**src/voxel_column_hidden_fill_core_assert.svh**
```systemverilog
// Assertion macros for the voxel column fill core.
// Each macro takes a label, the clock, the active-low reset, a condition
// and the property that must follow from it.
`ifndef VOXEL_COLUMN_HIDDEN_FILL_CORE_ASSERT_SVH
`define VOXEL_COLUMN_HIDDEN_FILL_CORE_ASSERT_SVH

// Check in the same cycle.
`define VCHF_ASSERT_SAME(label, clk, rst_n, ante, cons) \
    label: assert property (@(posedge clk) disable iff (!rst_n) (ante) |-> (cons)) \
        else $error("vchf same-cycle check failed");

// Check in the next cycle.
`define VCHF_ASSERT_NEXT(label, clk, rst_n, ante, cons) \
    label: assert property (@(posedge clk) disable iff (!rst_n) (ante) |=> (cons)) \
        else $error("vchf next-cycle check failed");

`endif

```
**src/vchf_pkg.sv**
```systemverilog
package vchf_pkg;

    localparam int COLOR_W   = 32;
    localparam int ALPHA_LSB = 24;

    typedef enum logic [1:0] {
        ST_LOAD,
        ST_READ,
        ST_EMIT
    } vchf_state_t;

    // controller -> datapath
    typedef struct packed {
        logic load;
        logic read;
        logic advance;
    } vchf_cmd_t;

    // datapath -> controller
    typedef struct packed {
        logic closing;
        logic last;
    } vchf_status_t;

endpackage

```
**src/vchf_ram.sv**
```systemverilog
module vchf_ram #(
    parameter  int WIDTH  = 32,
    parameter  int DEPTH  = 64,
    localparam int ADDR_W = (DEPTH > 1) ? $clog2(DEPTH) : 1
) (
    input  logic              clk,
    input  logic              wr_en,
    input  logic [ADDR_W-1:0] wr_addr,
    input  logic [WIDTH-1:0]  wr_data,
    input  logic              rd_en,
    input  logic [ADDR_W-1:0] rd_addr,
    output logic [WIDTH-1:0]  rd_data
);

    logic [WIDTH-1:0] mem [DEPTH];

    always_ff @(posedge clk)
    begin
        if (wr_en)
        begin
            mem[wr_addr] <= wr_data;
        end
        if (rd_en)
        begin
            rd_data <= mem[rd_addr];
        end
    end

endmodule

```
**src/vchf_datapath.sv**
```systemverilog
module vchf_datapath import vchf_pkg::*; #(
    parameter int COLUMN_DEPTH = 64
) (
    input  logic               clk,
    input  logic               rst_n,
    input  vchf_cmd_t          cmd,
    output vchf_status_t       status,
    input  logic [COLOR_W-1:0] voxel_color,
    input  logic               on_surface,
    input  logic               column_end,
    output logic [COLOR_W-1:0] filled_color,
    output logic               write_back,
    output logic               final_voxel
);

    localparam int CNT_W  = $clog2(COLUMN_DEPTH + 1);
    localparam int IDX_W  = (COLUMN_DEPTH > 1) ? $clog2(COLUMN_DEPTH) : 1;
    localparam int SDEPTH = (COLUMN_DEPTH + 1) / 2;
    localparam int SIDX_W = (SDEPTH > 1) ? $clog2(SDEPTH) : 1;
    localparam int COL_W  = COLOR_W + 1;
    // stretch record: has_up, has_lo, upper color, lower color, length
    localparam int DESC_W = 2 + 2 * COLOR_W + CNT_W;

    logic [CNT_W-1:0]   cnt_reg, cnt_next;
    logic [CNT_W-1:0]   n_reg, n_next;
    logic [SIDX_W-1:0]  sp_reg, sp_next;
    logic [CNT_W-1:0]   k_reg, k_next;
    logic               run_reg, run_next;
    logic               prev_solid_reg, prev_solid_next;
    logic [CNT_W-1:0]   run_len_reg, run_len_next;
    logic               run_up_reg, run_up_next;
    logic [COLOR_W-1:0] up_color_reg, up_color_next;
    logic [COLOR_W-1:0] prev_color_reg, prev_color_next;

    logic               in_solid;
    logic               in_hidden;
    logic [CNT_W-1:0]   new_len;
    logic               new_up;
    logic [COLOR_W-1:0] new_up_color;

    logic               desc_we;
    logic [DESC_W-1:0]  desc_wdata;
    logic [DESC_W-1:0]  desc_q;
    logic [COL_W-1:0]   col_q;

    logic [COLOR_W-1:0] q_color;
    logic               q_hidden;
    logic [CNT_W-1:0]   d_len;
    logic [COLOR_W-1:0] d_lo_color;
    logic [COLOR_W-1:0] d_up_color;
    logic               d_has_lo;
    logic               d_has_up;
    logic [CNT_W:0]     upper_n;
    logic               use_up;

    vchf_ram #(
        .WIDTH (COL_W),
        .DEPTH (COLUMN_DEPTH)
    ) u_col_ram (
        .clk     (clk),
        .wr_en   (cmd.load),
        .wr_addr (cnt_reg[IDX_W-1:0]),
        .wr_data ({on_surface & in_solid, voxel_color}),
        .rd_en   (cmd.read),
        .rd_addr (cnt_reg[IDX_W-1:0]),
        .rd_data (col_q)
    );

    vchf_ram #(
        .WIDTH (DESC_W),
        .DEPTH (SDEPTH)
    ) u_desc_ram (
        .clk     (clk),
        .wr_en   (desc_we),
        .wr_addr (sp_reg),
        .wr_data (desc_wdata),
        .rd_en   (cmd.read),
        .rd_addr (sp_reg),
        .rd_data (desc_q)
    );

    // load side
    assign in_solid       = |voxel_color[COLOR_W-1:ALPHA_LSB];
    assign in_hidden      = in_solid & ~on_surface;
    assign status.closing = column_end | (cnt_reg == CNT_W'(COLUMN_DEPTH - 1));

    assign new_len      = run_reg ? CNT_W'(run_len_reg + 1'b1) : CNT_W'(1);
    assign new_up       = run_reg ? run_up_reg : prev_solid_reg;
    assign new_up_color = run_reg ? up_color_reg : prev_color_reg;

    // emit side
    assign q_color    = col_q[COLOR_W-1:0];
    assign q_hidden   = (|q_color[COLOR_W-1:ALPHA_LSB]) & ~col_q[COLOR_W];
    assign d_len      = desc_q[CNT_W-1:0];
    assign d_lo_color = desc_q[CNT_W +: COLOR_W];
    assign d_up_color = desc_q[CNT_W + COLOR_W +: COLOR_W];
    assign d_has_lo   = desc_q[DESC_W-2];
    assign d_has_up   = desc_q[DESC_W-1];
    assign upper_n    = ({1'b0, d_len} + 1'b1) >> 1;
    assign use_up     = {1'b0, k_reg} < upper_n;

    assign status.last = (cnt_reg + CNT_W'(1)) == n_reg;
    assign final_voxel = status.last;
    assign write_back  = q_hidden;

    always_comb
    begin
        filled_color = q_color;
        if (q_hidden)
        begin
            if (d_has_up && d_has_lo)
            begin
                filled_color = use_up ? d_up_color : d_lo_color;
            end
            else if (d_has_up)
            begin
                filled_color = d_up_color;
            end
            else if (d_has_lo)
            begin
                filled_color = d_lo_color;
            end
        end
    end

    always_comb
    begin
        cnt_next        = cnt_reg;
        n_next          = n_reg;
        sp_next         = sp_reg;
        k_next          = k_reg;
        run_next        = run_reg;
        prev_solid_next = prev_solid_reg;
        run_len_next    = run_len_reg;
        run_up_next     = run_up_reg;
        up_color_next   = up_color_reg;
        prev_color_next = prev_color_reg;
        desc_we         = 1'b0;
        desc_wdata      = {run_up_reg, in_solid, up_color_reg, voxel_color, run_len_reg};

        if (cmd.load)
        begin
            prev_color_next = voxel_color;
            prev_solid_next = in_solid & ~status.closing;
            if (in_hidden)
            begin
                // extend or open the stretch; close it only at column end
                run_next      = ~status.closing;
                run_len_next  = new_len;
                run_up_next   = new_up;
                up_color_next = new_up_color;
                if (status.closing)
                begin
                    desc_we    = 1'b1;
                    desc_wdata = {new_up, 1'b0, new_up_color, {COLOR_W{1'b0}}, new_len};
                end
            end
            else if (run_reg)
            begin
                // stretch ends on this voxel
                desc_we  = 1'b1;
                run_next = 1'b0;
                sp_next  = SIDX_W'(sp_reg + 1'b1);
            end

            if (status.closing)
            begin
                n_next   = CNT_W'(cnt_reg + 1'b1);
                cnt_next = '0;
                sp_next  = '0;
                k_next   = '0;
                run_next = 1'b0;
            end
            else
            begin
                cnt_next = CNT_W'(cnt_reg + 1'b1);
            end
        end

        if (cmd.advance)
        begin
            cnt_next = CNT_W'(cnt_reg + 1'b1);
            if (q_hidden)
            begin
                if ((k_reg + CNT_W'(1)) == d_len)
                begin
                    k_next  = '0;
                    sp_next = SIDX_W'(sp_reg + 1'b1);
                end
                else
                begin
                    k_next = CNT_W'(k_reg + 1'b1);
                end
            end
            if (status.last)
            begin
                cnt_next = '0;
                sp_next  = '0;
                k_next   = '0;
            end
        end
    end

    always_ff @(posedge clk or negedge rst_n)
    begin
        if (!rst_n)
        begin
            cnt_reg        <= '0;
            n_reg          <= '0;
            sp_reg         <= '0;
            k_reg          <= '0;
            run_reg        <= 1'b0;
            prev_solid_reg <= 1'b0;
        end
        else
        begin
            cnt_reg        <= cnt_next;
            n_reg          <= n_next;
            sp_reg         <= sp_next;
            k_reg          <= k_next;
            run_reg        <= run_next;
            prev_solid_reg <= prev_solid_next;
        end
    end

    always_ff @(posedge clk)
    begin
        run_len_reg    <= run_len_next;
        run_up_reg     <= run_up_next;
        up_color_reg   <= up_color_next;
        prev_color_reg <= prev_color_next;
    end

endmodule

```
**config.mk**
```make
export PLATFORM = sky130hd
export DESIGN_NAME = vchf_datapath
export DESIGN_NICKNAME = d
export VERILOG_FILES = /design/src/voxel_column_hidden_fill_core_assert.svh /design/src/vchf_pkg.sv /design/src/vchf_ram.sv /design/src/vchf_datapath.sv
export SDC_FILE = /design/constraint.sdc
export NUM_CORES = 2
export LEC_CHECK = 0
export BUFFER_PORTS_ARGS = -buffer_cell sky130_fd_sc_hd__buf_4
export CAP_MARGIN = 20
export CORE_UTILIZATION = 30
export DETAILED_ROUTE_END_ITERATION = 16
export HOLD_SLACK_MARGIN = 0.05
export PLACE_DENSITY = 0.44
export SLEW_MARGIN = 40
export SYNTH_ARGS = -nofsm -noshare
export SYNTH_HDL_FRONTEND = slang
export SYNTH_MEMORY_MAX_BITS = 65536
export SYNTH_SLANG_ARGS = --single-unit
```
**constraint.sdc**
```tcl
create_clock -name clk -period 5.9 [get_ports clk]
set_clock_uncertainty 0.05 [all_clocks]
set_input_delay 0.295 -clock clk [delete_from_list [all_inputs] [get_ports clk]]
set_output_delay 0.295 -clock clk [all_outputs]
set_load 0.05 [all_outputs]
```
==> flow_summary.json <==
{
  "clkLatencyLatePin_ns": 1.08,
  "cts_tree": "built",
  "die_h_um": 772,
  "syn-cell-area_um2": 178000,
  "synth_cells": 8552,
  "syn_nets": 8605,
  "ys_ff_latch": 4654,
  "synth-xor-area-share_pct": 0.188,
  "grt_pass1_vias": 95500,
  "power.leakage_uw": 0.0631,
  "dr.first_iter.drc_count": 12900,
  "post-dp-hpwl_um": 381000,
  "wl_um": 655000,
  "rr_startpoint": "cnt_reg[2]$_DFFE_PN0P_",
  "startpoint_type": "flop",
  "fp.coreArea_um2": 590000,
  "period_share_pct": 89.9,
  "largest_reg_flops": 2336,
  "hold_class": "input port to flop",
  "setup_violations": 0,
  "fmax_mhz": 188,
  "cts_max_level": 5,
  "clk_path_buf_depth": 4,
  "clkTransAtPathRegs_ns": 0.06,
  "postSynthAreaPerCell_um2": 20.8,
  "synth_top_family_by_area": "multiplexers",
  "maxCapViolations": 0,
  "synthArstFlopShare_pct": 0.602,
  "finalHoldViolCount": 0,
  "layout-drive-gt1-share_pct": 25.3,
  "rsz0062_at_grt": "false",
  "startpoint": "cnt_reg[2]$_DFFE_PN0P_",
  "wl_per_cell_um": 37.8,
  "grt_max_degree": 108,
  "worstMarginPinSlew_ns": 0.965,
  "setup_slack_ns": 0.595,
  "vias_per_cell": 5.56,
  "ir_drop_uv": 298,
  "path_class": "flop to output port",
  "crit_arrival_ns": 4.96,
  "dr.max_layer_used": "met5",
  "cts-buffers-inserted": 483,
  "syn_to_final_growth_pct": 17.1,
  "drv_slew": 0,
  "synth_warnings": 0,
  "synth_edf_count": 4626,
  "hp-start": "voxel_color[21]",
  "power_density_nw_per_um2": 421,
  "grt_antenna_before_repair": 74,
  "synth_adder_area_share_pct": 0.0985,
  "drc": 0,
  "met1_length_um": 270000,
  "synth_simple_gate_area_share_pct": 1.94,
  "top_register": "u_desc_ram.mem",
  "die_w_um": 772,
  "grt_pass1_wl_um": 874000,
  "io_buffers": 74,
  "end_kind": "output port",
  "synth.distinct_cells": 79,
  "synthFlopType": "edfxtp_1",
  "start_util_pct": 30.1,
  "slew_headroom_pct": 35.0,
  "root_buffer": "clkbuf_16",
  "cts_sinks": 4654,
  "critPathMaxFanout": 24,
  "vias": 96400,
  "synthMuxAreaShare_pct": 12.0,
  "gr-total-overflow": 0,
  "synth_compound_gate_area_share_pct": 5.79,
  "pre_cts_slack_ns": 1.36,
  "yosysSeqAreaShare_pct": 78.5,
  "gp_congestion": 0.874,
  "first_pass_iters": 6,
  "post-route-min-period_ns": 5.31,
  "setup_tns_ns": 0,
  "wl_met2_um": 307000,
  "met3_length_um": 52300,
  "cp_data_required_time_ns": 5.56,
  "ioPinCount": 75,
  "rows": 282,
  "status": "complete, no violations",
  "drt.antenna.violating_nets": 0,
  "grtUsageTotal_pct": 21.4,
  "fin_nets": 9155,
  "cts_resized": 0,
  "die_area_um2": 596000,
  "largestRegisters": "u_desc_ram.mem x2336, u_col_ram.mem x2112, u_desc_ram.rd_data x73"
}
## cells in the mapped netlist, drive strengths merged, types with 28 or more instances
| cell type | number | area [um2] |
|---|---|---|
| o22ai | 99 | 619 |
| a221oi | 255 | 2250 |
| mux2i | 227 | 2270 |
| o221ai | 48 | 420 |
| nor2b | 28 | 175 |
| a31oi | 42 | 263 |
| and2 | 40 | 250 |
| nand4 | 107 | 669 |
| nand2 | 174 | 653 |
| mux4 | 725 | 16300 |
| dfrtp | 28 | 701 |
| clkbuf | 239 | 897 |
| a21oi | 127 | 639 |
| mux2 | 240 | 2710 |
| a22oi | 494 | 3710 |
| o21ai | 139 | 696 |
| a221o | 38 | 380 |
| nor2 | 260 | 976 |
| edfxtp | 4626 | 139000 |
| buf | 295 | 1620 |
| a22o | 32 | 280 |
## metrics by stage
stage,area [um2],utilization [%],cells,total power (uW),hold WS [ns]
final,208000,35.3,17400,87600,0.139
after CTS,208000,35.2,17300,88000,0.0641
after detailed placement,192000,32.5,16400,58200,0.216
after floorplan,178000,-,8552,48200,-0.0506
after global placement,191000,32.4,16300,57600,0.207
after global routing,208000,35.3,17300,89800,0.113
## power breakdown
group	internal [uW]	leakage [uW]	switching [uW]
Clock	16700	0.00747	13200
Sequential	37300	0.0422	890
Combinational	6450	0.0134	13100
Total	60400	0.0631	27100
## area by class of cell
class,count,area [um2]
fillers,54700,382000
flip-flops and latches,4654,140000
multi-input cells,3350,36700
clock buffers,604,12700
well taps,7810,9770
repair buffers,599,6470
clock inverters,288,2590
diodes,33,82.6
inverters,14,71.3
## layer usage
metal / track usage [%] / vias to the layer above
li1: - / 37500
met1: 29.1 / 53300
met2: 34.3 / 4622
met3: 4.15 / 986
met4: 7.64 / 16
met5: 0 / -
## worst max-delay path, cell delays in order (launching register included)
cell	delay [ns]
dfrtp_4	0.89
buf_4	0.44
and2_4	0.70
nand4_1	0.55
xnor3_1	0.39
nand4_1	0.27
inv_2	0.23
buf_4	0.31
## worst paths after layout
| path | to | slack (ns) | depth (start not counted) |
|---|---|---|---|
| min | u_col_ram.mem[25][21]$_DFFE_PP_ | 0.14 | 2 |
| max reg2reg | u_col_ram.rd_data[4]$_DFFE_PP_ | 1.20 | 9 |
| max | status[0] | 0.59 | 7 |
| max in group asynchronous | sp_reg[0]$_DFF_PN0_ | 5.09 | 4 |
| min reg2reg | n_reg[1]$_DFFE_PN0P_ | 0.46 | 2 |
| min in group asynchronous | n_reg[3]$_DFFE_PN0P_ | 0.49 | 4 |
## cells in the final DEF, fill, tap and decap left out, types with 24 or more instances in the layout
cell type	Yosys	routed
o221ai_1	48	48
a221o_1	38	38
a22oi_1	494	493
dlygate4sd3_1	0	44
a221oi_1	253	249
a21oi_1	126	121
a22o_1	32	32
buf_16	0	25
clkinv_1	2	122
clkinv_2	0	98
mux2i_1	227	220
nor2b_1	28	24
nor2_1	260	157
and2_2	0	29
nor2_4	0	102
nand4_1	107	107
nand2_1	174	170
a31oi_1	42	41
o2bb2ai_1	24	24
clkbuf_1	239	109
o22ai_1	99	93
buf_12	0	102
o21ai_0	136	117
edfxtp_1	4626	4626
mux4_2	725	725
buf_4	41	406
bufinv_16	0	34
diode_2	0	33
mux2_2	236	234
clkbuf_16	0	488
## kinds of logic (layout without fill, tap and decap cells)
group           after synthesis  after routing
xor+xnor                     31             31
compound gates             1394           1394
other cells                   0             33
mux                        1192           1192
buf+inv                     548           1505
flops                      4654           4654
simple gates                719            719
fa+ha+maj                    14             14
## timing repair
action / CTS / global route
hold endpoints to repair: 1261 / 97
setup endpoints to repair: 0 / 0
hold buffers: 44 / 1
buffers inserted: 0 / 0
(Power assumes the default switching activity.)
