<file path="src/voxel_column_hidden_fill_core_assert.svh">
// Assertion macros for the voxel column fill core.
// Each macro takes a label, the clock, the active-low reset, a condition
// and the property that must follow from it.
`ifndef VOXEL_COLUMN_HIDDEN_FILL_CORE_ASSERT_SVH
`define VOXEL_COLUMN_HIDDEN_FILL_CORE_ASSERT_SVH

// Check in the same cycle.
`define VCHF_ASSERT_SAME(label, clk, rst_n, ante, cons) \
    label: assert property (@(posedge clk) disable iff (!rst_n) (ante) |-> (cons)) \
        else $error("vchf same-cycle check failed");

// Check in the next cycle.
`define VCHF_ASSERT_NEXT(label, clk, rst_n, ante, cons) \
    label: assert property (@(posedge clk) disable iff (!rst_n) (ante) |=> (cons)) \
        else $error("vchf next-cycle check failed");

`endif

</file>
<file path="src/vchf_pkg.sv">
package vchf_pkg;

    localparam int COLOR_W   = 32;
    localparam int ALPHA_LSB = 24;

    typedef enum logic [1:0] {
        ST_LOAD,
        ST_READ,
        ST_EMIT
    } vchf_state_t;

    // controller -> datapath
    typedef struct packed {
        logic load;
        logic read;
        logic advance;
    } vchf_cmd_t;

    // datapath -> controller
    typedef struct packed {
        logic closing;
        logic last;
    } vchf_status_t;

endpackage

</file>
<file path="src/vchf_ctrl.sv">
module vchf_ctrl import vchf_pkg::*; (
    input  logic         clk,
    input  logic         rst_n,
    input  logic         in_valid,
    output logic         in_ready,
    output logic         out_valid,
    input  logic         out_ready,
    input  vchf_status_t status,
    output vchf_cmd_t    cmd
);

    vchf_state_t state_reg;
    vchf_state_t state_next;

    always_ff @(posedge clk or negedge rst_n)
    begin
        if (!rst_n)
        begin
            state_reg <= ST_LOAD;
        end
        else
        begin
            state_reg <= state_next;
        end
    end

    always_comb
    begin
        state_next  = state_reg;
        in_ready    = 1'b0;
        out_valid   = 1'b0;
        cmd.load    = 1'b0;
        cmd.read    = 1'b0;
        cmd.advance = 1'b0;
        case (state_reg)
            ST_LOAD:
            begin
                in_ready = 1'b1;
                if (in_valid)
                begin
                    cmd.load = 1'b1;
                    if (status.closing)
                    begin
                        state_next = ST_READ;
                    end
                end
            end
            ST_READ:
            begin
                cmd.read   = 1'b1;
                state_next = ST_EMIT;
            end
            ST_EMIT:
            begin
                out_valid = 1'b1;
                if (out_ready)
                begin
                    cmd.advance = 1'b1;
                    state_next  = status.last ? ST_LOAD : ST_READ;
                end
            end
            default:
            begin
                state_next = ST_LOAD;
            end
        endcase
    end

endmodule

</file>
<file path="config.mk">
export PLATFORM = sky130hd
export DESIGN_NAME = vchf_ctrl
export DESIGN_NICKNAME = d
export VERILOG_FILES = /design/src/voxel_column_hidden_fill_core_assert.svh /design/src/vchf_pkg.sv /design/src/vchf_ctrl.sv
export SDC_FILE = /design/constraint.sdc
export NUM_CORES = 1
export LEC_CHECK = 0
export BUFFER_PORTS_ARGS = -buffer_cell sky130_fd_sc_hd__buf_2
export CAP_MARGIN = 5
export CORE_AREA = 4 4 41 43
export CTS_BUF_LIST = sky130_fd_sc_hd__clkbuf_4
export DETAILED_ROUTE_END_ITERATION = 7
export DIE_AREA = 0 0 45 47
export SLEW_MARGIN = 20
export SYNTH_ARGS = -nofsm -noshare
export SYNTH_HDL_FRONTEND = slang
export SYNTH_SLANG_ARGS = --single-unit
</file>
<file path="constraint.sdc">
create_clock -name clk -period 3 [get_ports clk]
set_clock_uncertainty 0.15 [all_clocks]
set_input_delay 0.15 -clock clk [delete_from_list [all_inputs] [get_ports clk]]
set_output_delay 0.15 -clock clk [all_outputs]
set_load 0.01 [all_outputs]
</file>
==> results by group, run 1 <==
Setup path
  • CP max stage delay: 360 ps
  • Delay-heaviest family, CP: simple AND/OR/NAND/NOR gates
  • Startpoint types: flop
  • Crit-path slowest cell: dfrtp_1
  • CP Capture Type: primary output
  • WP data arrival: 1080 ps
  • Worst path required time: about 2700 ps
  • Crit-path cells: and2b_4, and2_1, buf_2
  • CP Buf/Inv Count: 1
  • CP max FO: 4
  • Critical path type: flop to primary output

Global route
  • Total congestion overflow: 0
  • Initial antenna violation count: 0
  • GRT Overall Usage: 0.0387
  • First-pass GRT wire length: 469 um
  • Pin count of the biggest net entering global routing: 5
  • Number of global-route vias before repair: 140

Power and ir drop
  • Pint: roughly 0.12 mW
  • Sw power: 0.0531 mW
  • Clock power frac: 0.340
  • Share of power burned in registers: 0.242
  • Peak supply drop: 0.124 mV
  • Gate power share: 0.418
  • Pwr Density: 803 nW/um^2
  • Pleak: approximately 0.12 nW
  • Switching Share: 0.313

Floorplan
  • Initial core utilization: 0.0904
  • Die Ht: 47 um
  • CORE AREA: 1300 um^2
  • Die Area: 2120 um^2
  • I/O pin count: 11
  • Row cnt: 13
  • Die Width: 45 um

Final layout
  • ANT cells: 0
  • Final net count: 33
  • Largest register FFs: 2
  • Commonest cells after routing, fill and taps aside: 10 x buf_2, 3 x clkbuf_4, 2 x and2_1, 2 x nor2b_1, 2 x dfrtp_1
  • Seq. cell area: 50.0 um^2
  • Filler cells: around 160
  • Fraction of layout cells with a size suffix above 1: 0.560
  • Area of the multi-input gates: around 56 um^2
  • Commonest non-fill, non-tap cell in the layout: buf_2
  • Area Growth Syn to Fin: 79.8%
  • Cell Count, Final, Fillers Out: 40

Synth
  • Register bit total from synthesis: 2
  • Synth area leader: dfrtp_1
  • Syn Inst Count: 12
  • Post-synth top area share: 0.426
  • Mean Syn Cell Area: 9.80 um^2
  • Distinct cells, synth: 9
  • Top cells by area, synth: dfrtp_1 43%, and2_1 11%, nor2b_1 11%, a32o_1 8.5%, and2b_4 8.5%
  • Post-synthesis sequential area ratio: 0.426
  • Mapped Area: approximately 120 um^2
  • Warning count from the yosys run: 0
  • Synth Net Count: 18

Timing
  • Max-slew headroom: 0.890
  • Fin crit period: 1380 ps
  • Worst Tran Pin Value: 165 ps
  • Ratio of final minimum period to clock period: 0.459
  • Hold Violations, Final: 0
  • Max Slew Vio Count: 0
  • F_max: 727 MHz
  • Setup tns final: 0 ps
  • Final Setup Violations: 0
  • RSZ-0062 raised after global routing: false

Placement
  • Placed insts: 36
  • PortBufs: 10
  • GP Congestion: between 0.5 and 0.6

Clock network
  • Num CTS Buffers: 3
  • CTS Root Cell: clkbuf_4
  • Clock sinks: 2
  • Clock latency on the worst-skew pair: 220 ps
  • CTS resizes: 0
  • CTS tree: built
  • CTS Buffer Depth: 2
  • CTS H-tree lvls: 1
  • Clk slew on worst S/H paths: 30 ps

Routing
  • WL final: 300 um
  • Initial DRC count: 1
  • Routed wire per std cell: 7.50 um
  • Avg Vias per Cell: 3.23
  • Drt drc: 0
  • Pre-antenna DRT Iters: 2
  • DR vias: 129
  • Antenna viol nets, final: 0

Worst hold path
  • Hold crit path type: primary input to flop

Outcome
  • Status: finished clean

Flow run
  • Max-Cap Viols: 0
-- area by class of cell --
| cell class | count | area share |
|---|---|---|
| clock buffer | 3 | 0.107 |
| inverter | 1 | 0.0178 |
| multi-input combinational | 8 | 0.266 |
| sequential | 2 | 0.237 |
| tap | 15 | 0.0888 |
| timing repair buffer | 11 | 0.284 |
-- cell usage after synthesis (all sizes together) --
master	instances
a21o	1
a32o	1
and2	2
and2b	1
buf	1
dfrtp	2
inv	1
nor2	1
nor2b	2
-- logic make-up after synthesis --
family | count (synthesis) | synth area share
flops | 2 | 0.426
simple gates | 6 | 0.330
compound gates | 2 | 0.149
buf+inv | 2 | 0.0957
-- power by group through the flow --
stage                     Sequential, mW  Combinational [mW]  Clock, mW
after floorplan                   0.0405              0.0484          0
after global placement            0.0409              0.0716          0
after detailed placement          0.0416              0.0723          0
after CTS                         0.0413              0.0733     0.0625
after global routing              0.0432              0.0783     0.0653
final                             0.0411              0.0709     0.0577
-- per-stage QoR --
step	utilization	power, mW	worst slack [ps]	instance area [um^2]	hold slack, ps
floorplan	-	0.0888	1880	118	-296
global placement	0.138	0.113	1860	179	-215
detailed placement	0.138	0.114	1850	179	-212
CTS	0.163	0.177	1600	211	34.4
global route	0.163	0.187	1550	211	38.7
finish	0.163	0.170	1620	211	40.3
-- what timing repair did --
item / in CTS / in global routing
endpoints found under the hold margin: 2 / 0
endpoints found under the setup margin: 0 / 0
hold buffers: 1 / 0
setup buffers: 0 / 0
-- final timing paths --
| check | from | to | slack [ps] | cells past startpoint |
|---|---|---|---|---|
| worst max-delay path | state_reg[0] | cmd[0] | 1620 | 3 |
| worst max register to register | state_reg[1] | state_reg[0] | 1980 | 2 |
| min in group asynchronous | rst_n | state_reg[0] | 90 | 2 |
| worst min-delay path | status[1] | state_reg[0] | 40 | 2 |
| worst min register to register | state_reg[1] | state_reg[1] | 460 | 2 |
| max in group asynchronous | rst_n | state_reg[1] | 2510 | 2 |
-- worst register-to-register path, cell delays in order, from the launching register on --
cell     delay (ps)
dfrtp_1         380
and2b_4         180
a32o_1          200
-- per-layer routing --
metal,vias to the layer above,part of all wire,track usage
li1,66,-,-
met1,56,0.39,0.0272
met2,7,0.50,0.0452
met3,0,0.11,0.0345
met4,0,0,0.0702
met5,-,0,0
Power figures use the tool's default switching activity.
==> run 2, diff against run 1 <==
==> constraint.sdc (replaced) <==
create_clock -name clk -period 1.2 [get_ports clk]
set_clock_uncertainty 0.15 [all_clocks]
set_input_delay 0.06 -clock clk [delete_from_list [all_inputs] [get_ports clk]]
set_output_delay 0.06 -clock clk [all_outputs]
set_load 0.01 [all_outputs]
==> results by group, run 2 (synthesis gave the netlist of run 1 again) <==
Setup path
  • CP Launch Point: state_reg[0] (unchanged)
  • End of the critical path: cmd[0] (unchanged)
  • Worst R2R Start: state_reg[1] (unchanged)
  • Path depth of the worst reg2reg path: 3 (was 2)
  • CP max FO: 3 (was 4)
  • Startpoint types: flop (unchanged)
  • Critical path type: flop to primary output (unchanged)
  • Worst R2R Setup Slack: 60 ps (was 1980 ps)
  • Worst path required time: 990 ps (was 2700 ps)
  • CP Capture Type: primary output (unchanged)
  • WP data arrival: 1070 ps (was 1080 ps)
  • Crit Reg-Reg Endpoint: state_reg[0] (unchanged)

Final layout
  • Area Growth Syn to Fin: 128% (was 79.8%)
  • Final net count: 38 (was 33)
  • Filler cells: 149 (was 162)
  • Post-layout util: 0.206 (was 0.163)
  • Commonest non-fill, non-tap cell in the layout: buf_2 (unchanged)
  • Cell Count, Final, Fillers Out: 45 (was 40)
  • Largest register FFs: 2 (unchanged)
  • Fraction of layout cells with a size suffix above 1: 0.533 (was 0.560)
  • ANT cells: 0 (unchanged)
  • Commonest cells after routing, fill and taps aside: 9 x buf_2, 5 x dlygate4sd3_1, 3 x clkbuf_4 (was 10 x buf_2, 3 x clkbuf_4, 2 x and2_1, 2 x nor2b_1, 2 x dfrtp_1)

Routing
  • WL final: 368 um (was 300 um)
  • Initial DRC count: 1 (unchanged)
  • Routed wire per std cell: 8.18 um (was 7.50 um)
  • Pre-antenna DRT Iters: 2 (unchanged)
  • Antenna viol nets, final: 0 (unchanged)
  • DR vias: 145 (was 129)
  • Avg Vias per Cell: 3.22 (was 3.23)
  • Drt drc: 0 (unchanged)

Timing
  • Max Slew Vio Count: 0 (unchanged)
  • Max-slew headroom: 0.889 (was 0.890)
  • Ratio of final minimum period to clock period: 1.07
  • Fin crit period: 1280 ps
  • Worst Tran Pin Value: 166 ps (was 165 ps)
  • RSZ-0062 raised after global routing: true (was false)
  • F_max: between 700 and 800 MHz
  • Hold_ws: 46.1 ps (was 40.3 ps)
  • Setup ws final: -80.9 ps (was 1620 ps)
  • Final Setup Violations: 2 (was 0)
  • Hold Violations, Final: 0 (unchanged)

Floorplan
  • Die Width: 45 um (unchanged)
  • I/O pin count: 11 (unchanged)
  • Initial core utilization: 0.0904 (unchanged)
  • Row cnt: 13 (unchanged)
  • Die Area: 2120 um^2 (unchanged)
  • CORE AREA: 1300 um^2 (unchanged)
  • Die Ht: 47 um (unchanged)

Clock network
  • CTS tree: built (unchanged)
  • CTS Root Cell: clkbuf_4 (unchanged)
  • CTS H-tree lvls: 1 (unchanged)
  • Clk slew on worst S/H paths: 30 ps (about the same)
  • Num CTS Buffers: 3 (unchanged)
  • Clock sinks: 2 (unchanged)
  • Clock latency on the worst-skew pair: 230 ps (was 220 ps)
  • CTS Buffer Depth: 2 (unchanged)

Outcome
  • Failing checks: setup timing
  • Status: finished with violations (was finished clean)

Flow run
  • Max-Cap Viols: 0 (unchanged)

Placement
  • PortBufs: 10 (unchanged)
  • GP Congestion: 0.581 (was 0.576)
  • Placed insts: 36 (unchanged)
  • DP HPWL: 249 um

Global route
  • First-pass GRT wire length: 503 um (was 469 um)
  • Pin count of the biggest net entering global routing: 4 (was 5)
  • Number of global-route vias before repair: 131 (was 140)
  • Initial antenna violation count: 0 (unchanged)
  • Total congestion overflow: 0 (unchanged)
  • GRT Overall Usage: 0.0427 (was 0.0387)

Power and ir drop
  • Peak supply drop: 0.387 mV (was 0.124 mV)
  • Pwr Density: 1770 nW/um^2 (was 803 nW/um^2)
  • Pleak: 0.145 nW (was 0.120 nW)

Worst hold path
  • Hold crit path type: primary input to flop (unchanged)
## run 2: where the power goes
| part | total (mW) | switching (mW) | internal [mW] |
|---|---|---|---|
| clock | 0.152 | 0.0411 | 0.111 |
| combinational | 0.221 | 0.0935 | 0.127 |
| sequential | 0.103 | 0.0134 | 0.0892 |
| total | 0.475 | 0.148 | 0.327 |
## run 2: layout make-up
class,count,area (um^2),share of cell area
Multi-Input combinational cell,8,58.8,0.220
Timing Repair Buffer,16,114,0.425
Tap cell,15,18.8,0.0701
Inverter,1,3.75,0.0140
Sequential cell,2,50.0,0.187
Clock buffer,3,22.5,0.0841
## run 2: stage by stage
stage | setup slack, ps | TNS [ps] | cell area (um^2) | power [mW]
floorplan | 172 | 0 | 118 | 0.222
global route | -139 | -311 | 268 | 0.517
global placement | 151 | 0 | 179 | 0.281
finish | -80.9 | -132 | 268 | 0.475
CTS | -91.1 | -160 | 259 | 0.475
detailed placement | 136 | 0 | 179 | 0.284
## run 2: how the worst min path moves through the flow
stage / slack [ps] / endpoint / cells past startpoint / startpoint
CTS: 40 / state_reg[0] / 3 / status[0]
global route: 50 / state_reg[0] / 3 / status[0]
detailed placement: -300 / state_reg[1] / 1 / rst_n
floorplan: -390 / state_reg[0] / 0 / rst_n
global placement: -300 / state_reg[1] / 1 / rst_n
finish: 50 / state_reg[0] / 3 / status[0]
## run 2: worst max-delay path, stage by stage, from the launching register on
cell and delay, ps:
dfrtp_1 370, and2b_4 260, and2_4 130, buf_6 90
## run 2: layer usage
layer | global-route usage | vias to the layer above | part of all wire
met5 | 0 | - | 0
met4 | 0.0877 | 0 | 0.041
met3 | 0.0230 | 2 | 0.14
met2 | 0.0424 | 9 | 0.46
met1 | 0.0410 | 59 | 0.36
li1 | - | 75 | -
## run 2: timing repair
| action | CTS | global route |
|---|---|---|
| hold endpoints to repair | 4 | 0 |
| hold buffers | 5 | 0 |
| gates cloned | 0 | 0 |
| pin swaps | 1 | 0 |
| setup buffers | 1 | 0 |
| gates resized for setup | 0 | 2 |
| setup endpoints to repair | 3 | 4 |
==> run 3, diff against run 2 <==
--- a/config.mk
+++ b/config.mk
@@ -11,6 +11,8 @@
 export CTS_BUF_LIST = sky130_fd_sc_hd__clkbuf_4
 export DETAILED_ROUTE_END_ITERATION = 7
 export DIE_AREA = 0 0 45 47
+export GPL_ROUTABILITY_DRIVEN = 0
+export REMOVE_ABC_BUFFERS = 1
 export SLEW_MARGIN = 20
 export SYNTH_ARGS = -nofsm -noshare
 export SYNTH_HDL_FRONTEND = slang
==> results by group, run 3 (synthesis gave the netlist of run 1 again) <==
Timing
  • Worst Tran Pin Value: 166 ps (about the same)
  • Ratio of final minimum period to clock period: 1.08 (was 1.07)
  • RSZ-0062 raised after global routing: true (unchanged)
  • Max Slew Vio Count: 0 (unchanged)
  • Setup ws final: -90.5 ps (was -80.9 ps)
  • Final Setup Violations: 2 (unchanged)
  • Max-slew headroom: 0.889 (about the same)
  • F_max: 775 MHz (was 781 MHz)
  • Hold Violations, Final: 0 (unchanged)
  • Fin crit period: 1290 ps (was 1280 ps)

Floorplan
  • Die Area: 2120 um^2 (unchanged)
  • Row cnt: 13 (unchanged)
  • Initial core utilization: 0.0904 (unchanged)
  • Die Ht: 47 um (unchanged)
  • I/O pin count: 11 (unchanged)
  • Die Width: 45 um (unchanged)
  • CORE AREA: 1300 um^2 (unchanged)

Global route
  • First-pass GRT wire length: 621 um (was 503 um)
  • Total congestion overflow: 0 (unchanged)
  • Number of global-route vias before repair: 181 (was 131)
  • Pin count of the biggest net entering global routing: 5 (was 4)
  • Initial antenna violation count: 0 (unchanged)
  • GRT Overall Usage: 0.0474 (was 0.0427)

Clock network
  • CTS H-tree lvls: 1 (unchanged)
  • Clock sinks: 2 (unchanged)
  • Clk slew on worst S/H paths: 30 ps (about the same)
  • CTS tree: built (unchanged)
  • Num CTS Buffers: 3 (unchanged)
  • CTS Root Cell: clkbuf_4 (unchanged)
  • Clock latency on the worst-skew pair: 220 ps (was 230 ps)
  • CTS Buffer Depth: 2 (unchanged)

Power and ir drop
  • Pleak: 0.145 nW (unchanged)
  • Total Power: 0.473 mW (was 0.475 mW)
  • Pwr Density: 1770 nW/um^2 (about the same)
  • Peak supply drop: 0.347 mV (was 0.387 mV)

Routing
  • Antenna viol nets, final: 0 (unchanged)
  • Routed wire per std cell: 8.62 um (was 8.18 um)
  • Initial DRC count: 1 (unchanged)
  • Drt drc: 0 (unchanged)
  • Pre-antenna DRT Iters: 2 (unchanged)
  • DR vias: 139 (was 145)
  • Avg Vias per Cell: 3.09 (was 3.22)
  • WL final: 388 um (was 368 um)

Placement
  • Placed Area: 179 um^2 (unchanged)
  • Placed insts: 36 (unchanged)
  • Post-place setup slack: 132 ps (was 136 ps)
  • PortBufs: 10 (unchanged)

Final layout
  • Post-layout util: 0.206 (unchanged)
  • Largest register FFs: 2 (unchanged)
  • Area Growth Syn to Fin: 128% (unchanged)
  • Cell Count, Final, Fillers Out: 45 (unchanged)
  • Fraction of layout cells with a size suffix above 1: 0.533 (unchanged)
  • Final net count: 38 (unchanged)
  • ANT cells: 0 (unchanged)
  • Commonest cells after routing, fill and taps aside: 9 x buf_2, 5 x dlygate4sd3_1, 3 x clkbuf_4 (unchanged)
  • Commonest non-fill, non-tap cell in the layout: buf_2 (unchanged)
  • Post-layout instance area: 268 um^2 (unchanged)

Flow run
  • Max-Cap Viols: 0 (unchanged)

Worst hold path
  • WHS Endpoint: state_reg[0] (unchanged)
  • Worst hold stages: 3 (unchanged)
  • Hold crit path type: primary input to flop (unchanged)
  • Hold Startpoint: status[0] (unchanged)

Outcome
  • Status: finished with violations (unchanged)
  • Failing checks: setup timing (unchanged)

Setup path
  • CP Capture Type: primary output (unchanged)
  • Worst R2R Start: state_reg[1] (unchanged)
  • Worst path required time: 990 ps (about the same)
  • WP data arrival: 1080 ps (was 1070 ps)
  • Startpoint types: flop (unchanged)
  • Path depth of the worst reg2reg path: 3 (unchanged)
  • Crit Reg-Reg Endpoint: state_reg[1] (was state_reg[0])
  • Worst R2R Setup Slack: 90 ps (was 60 ps)
  • CP max FO: 4 (was 3)
  • Critical path type: flop to primary output (unchanged)
## run 3: how the worst max path moves through the flow
| stage | start | end | slack, ps | cells past startpoint |
|---|---|---|---|---|
| detailed placement | state_reg[0] | cmd[0] | 130 | 3 |
| global placement | state_reg[0] | cmd[0] | 140 | 3 |
| finish | state_reg[0] | cmd[0] | -90 | 3 |
| global route | state_reg[1] | cmd[2] | -160 | 3 |
| CTS | state_reg[0] | cmd[0] | -110 | 3 |
| floorplan | state_reg[1] | cmd[2] | 170 | 2 |
## run 3: critical path: stages (launching register included)
cell and delay (ps):
dfrtp_1 370, and2b_4 260, and2_4 130, buf_6 90
## run 3: metal layers
layer	GRT usage	wire length, um	up-vias
li1	-	-	74
met1	0.0433	177	54
met2	0.0650	151	11
met3	0.0230	59	0
met4	0.0702	0	0
met5	0	0	-
## run 3: metrics by stage
stage               TNS (ps)  hold slack (ps)
floorplan                  0             -386
global placement           0             -304
detailed placement         0             -300
CTS                     -169             50.0
global route            -427             76.6
finish                  -131             57.4
## run 3: repair_timing
| item | in CTS | in global routing |
|---|---|---|
| gates resized for setup | 0 | 2 |
| pin swaps | 1 | 0 |
| endpoints found under the setup margin | 3 | 5 |
| endpoints found under the hold margin | 4 | 0 |
| buffers inserted | 0 | 1 |
| hold buffers | 5 | 0 |
| gates cloned | 0 | 0 |
## run 3: layout make-up
type / count / area (um^2)
inverters: 1 / 3.75
well taps: 15 / 18.8
repair buffers: 16 / 114
multi-input cells: 8 / 58.8
flip-flops and latches: 2 / 50.0
fillers: 154 / 1030
clock buffers: 3 / 22.5
## run 3: report_power, final
part | total, mW | switching (mW) | leakage [nW] | internal, mW
clock network | 0.147 | 0.0367 | 0.0138 | 0.110
registers | 0.103 | 0.0137 | 0.0261 | 0.0893
logic | 0.223 | 0.0956 | 0.105 | 0.127
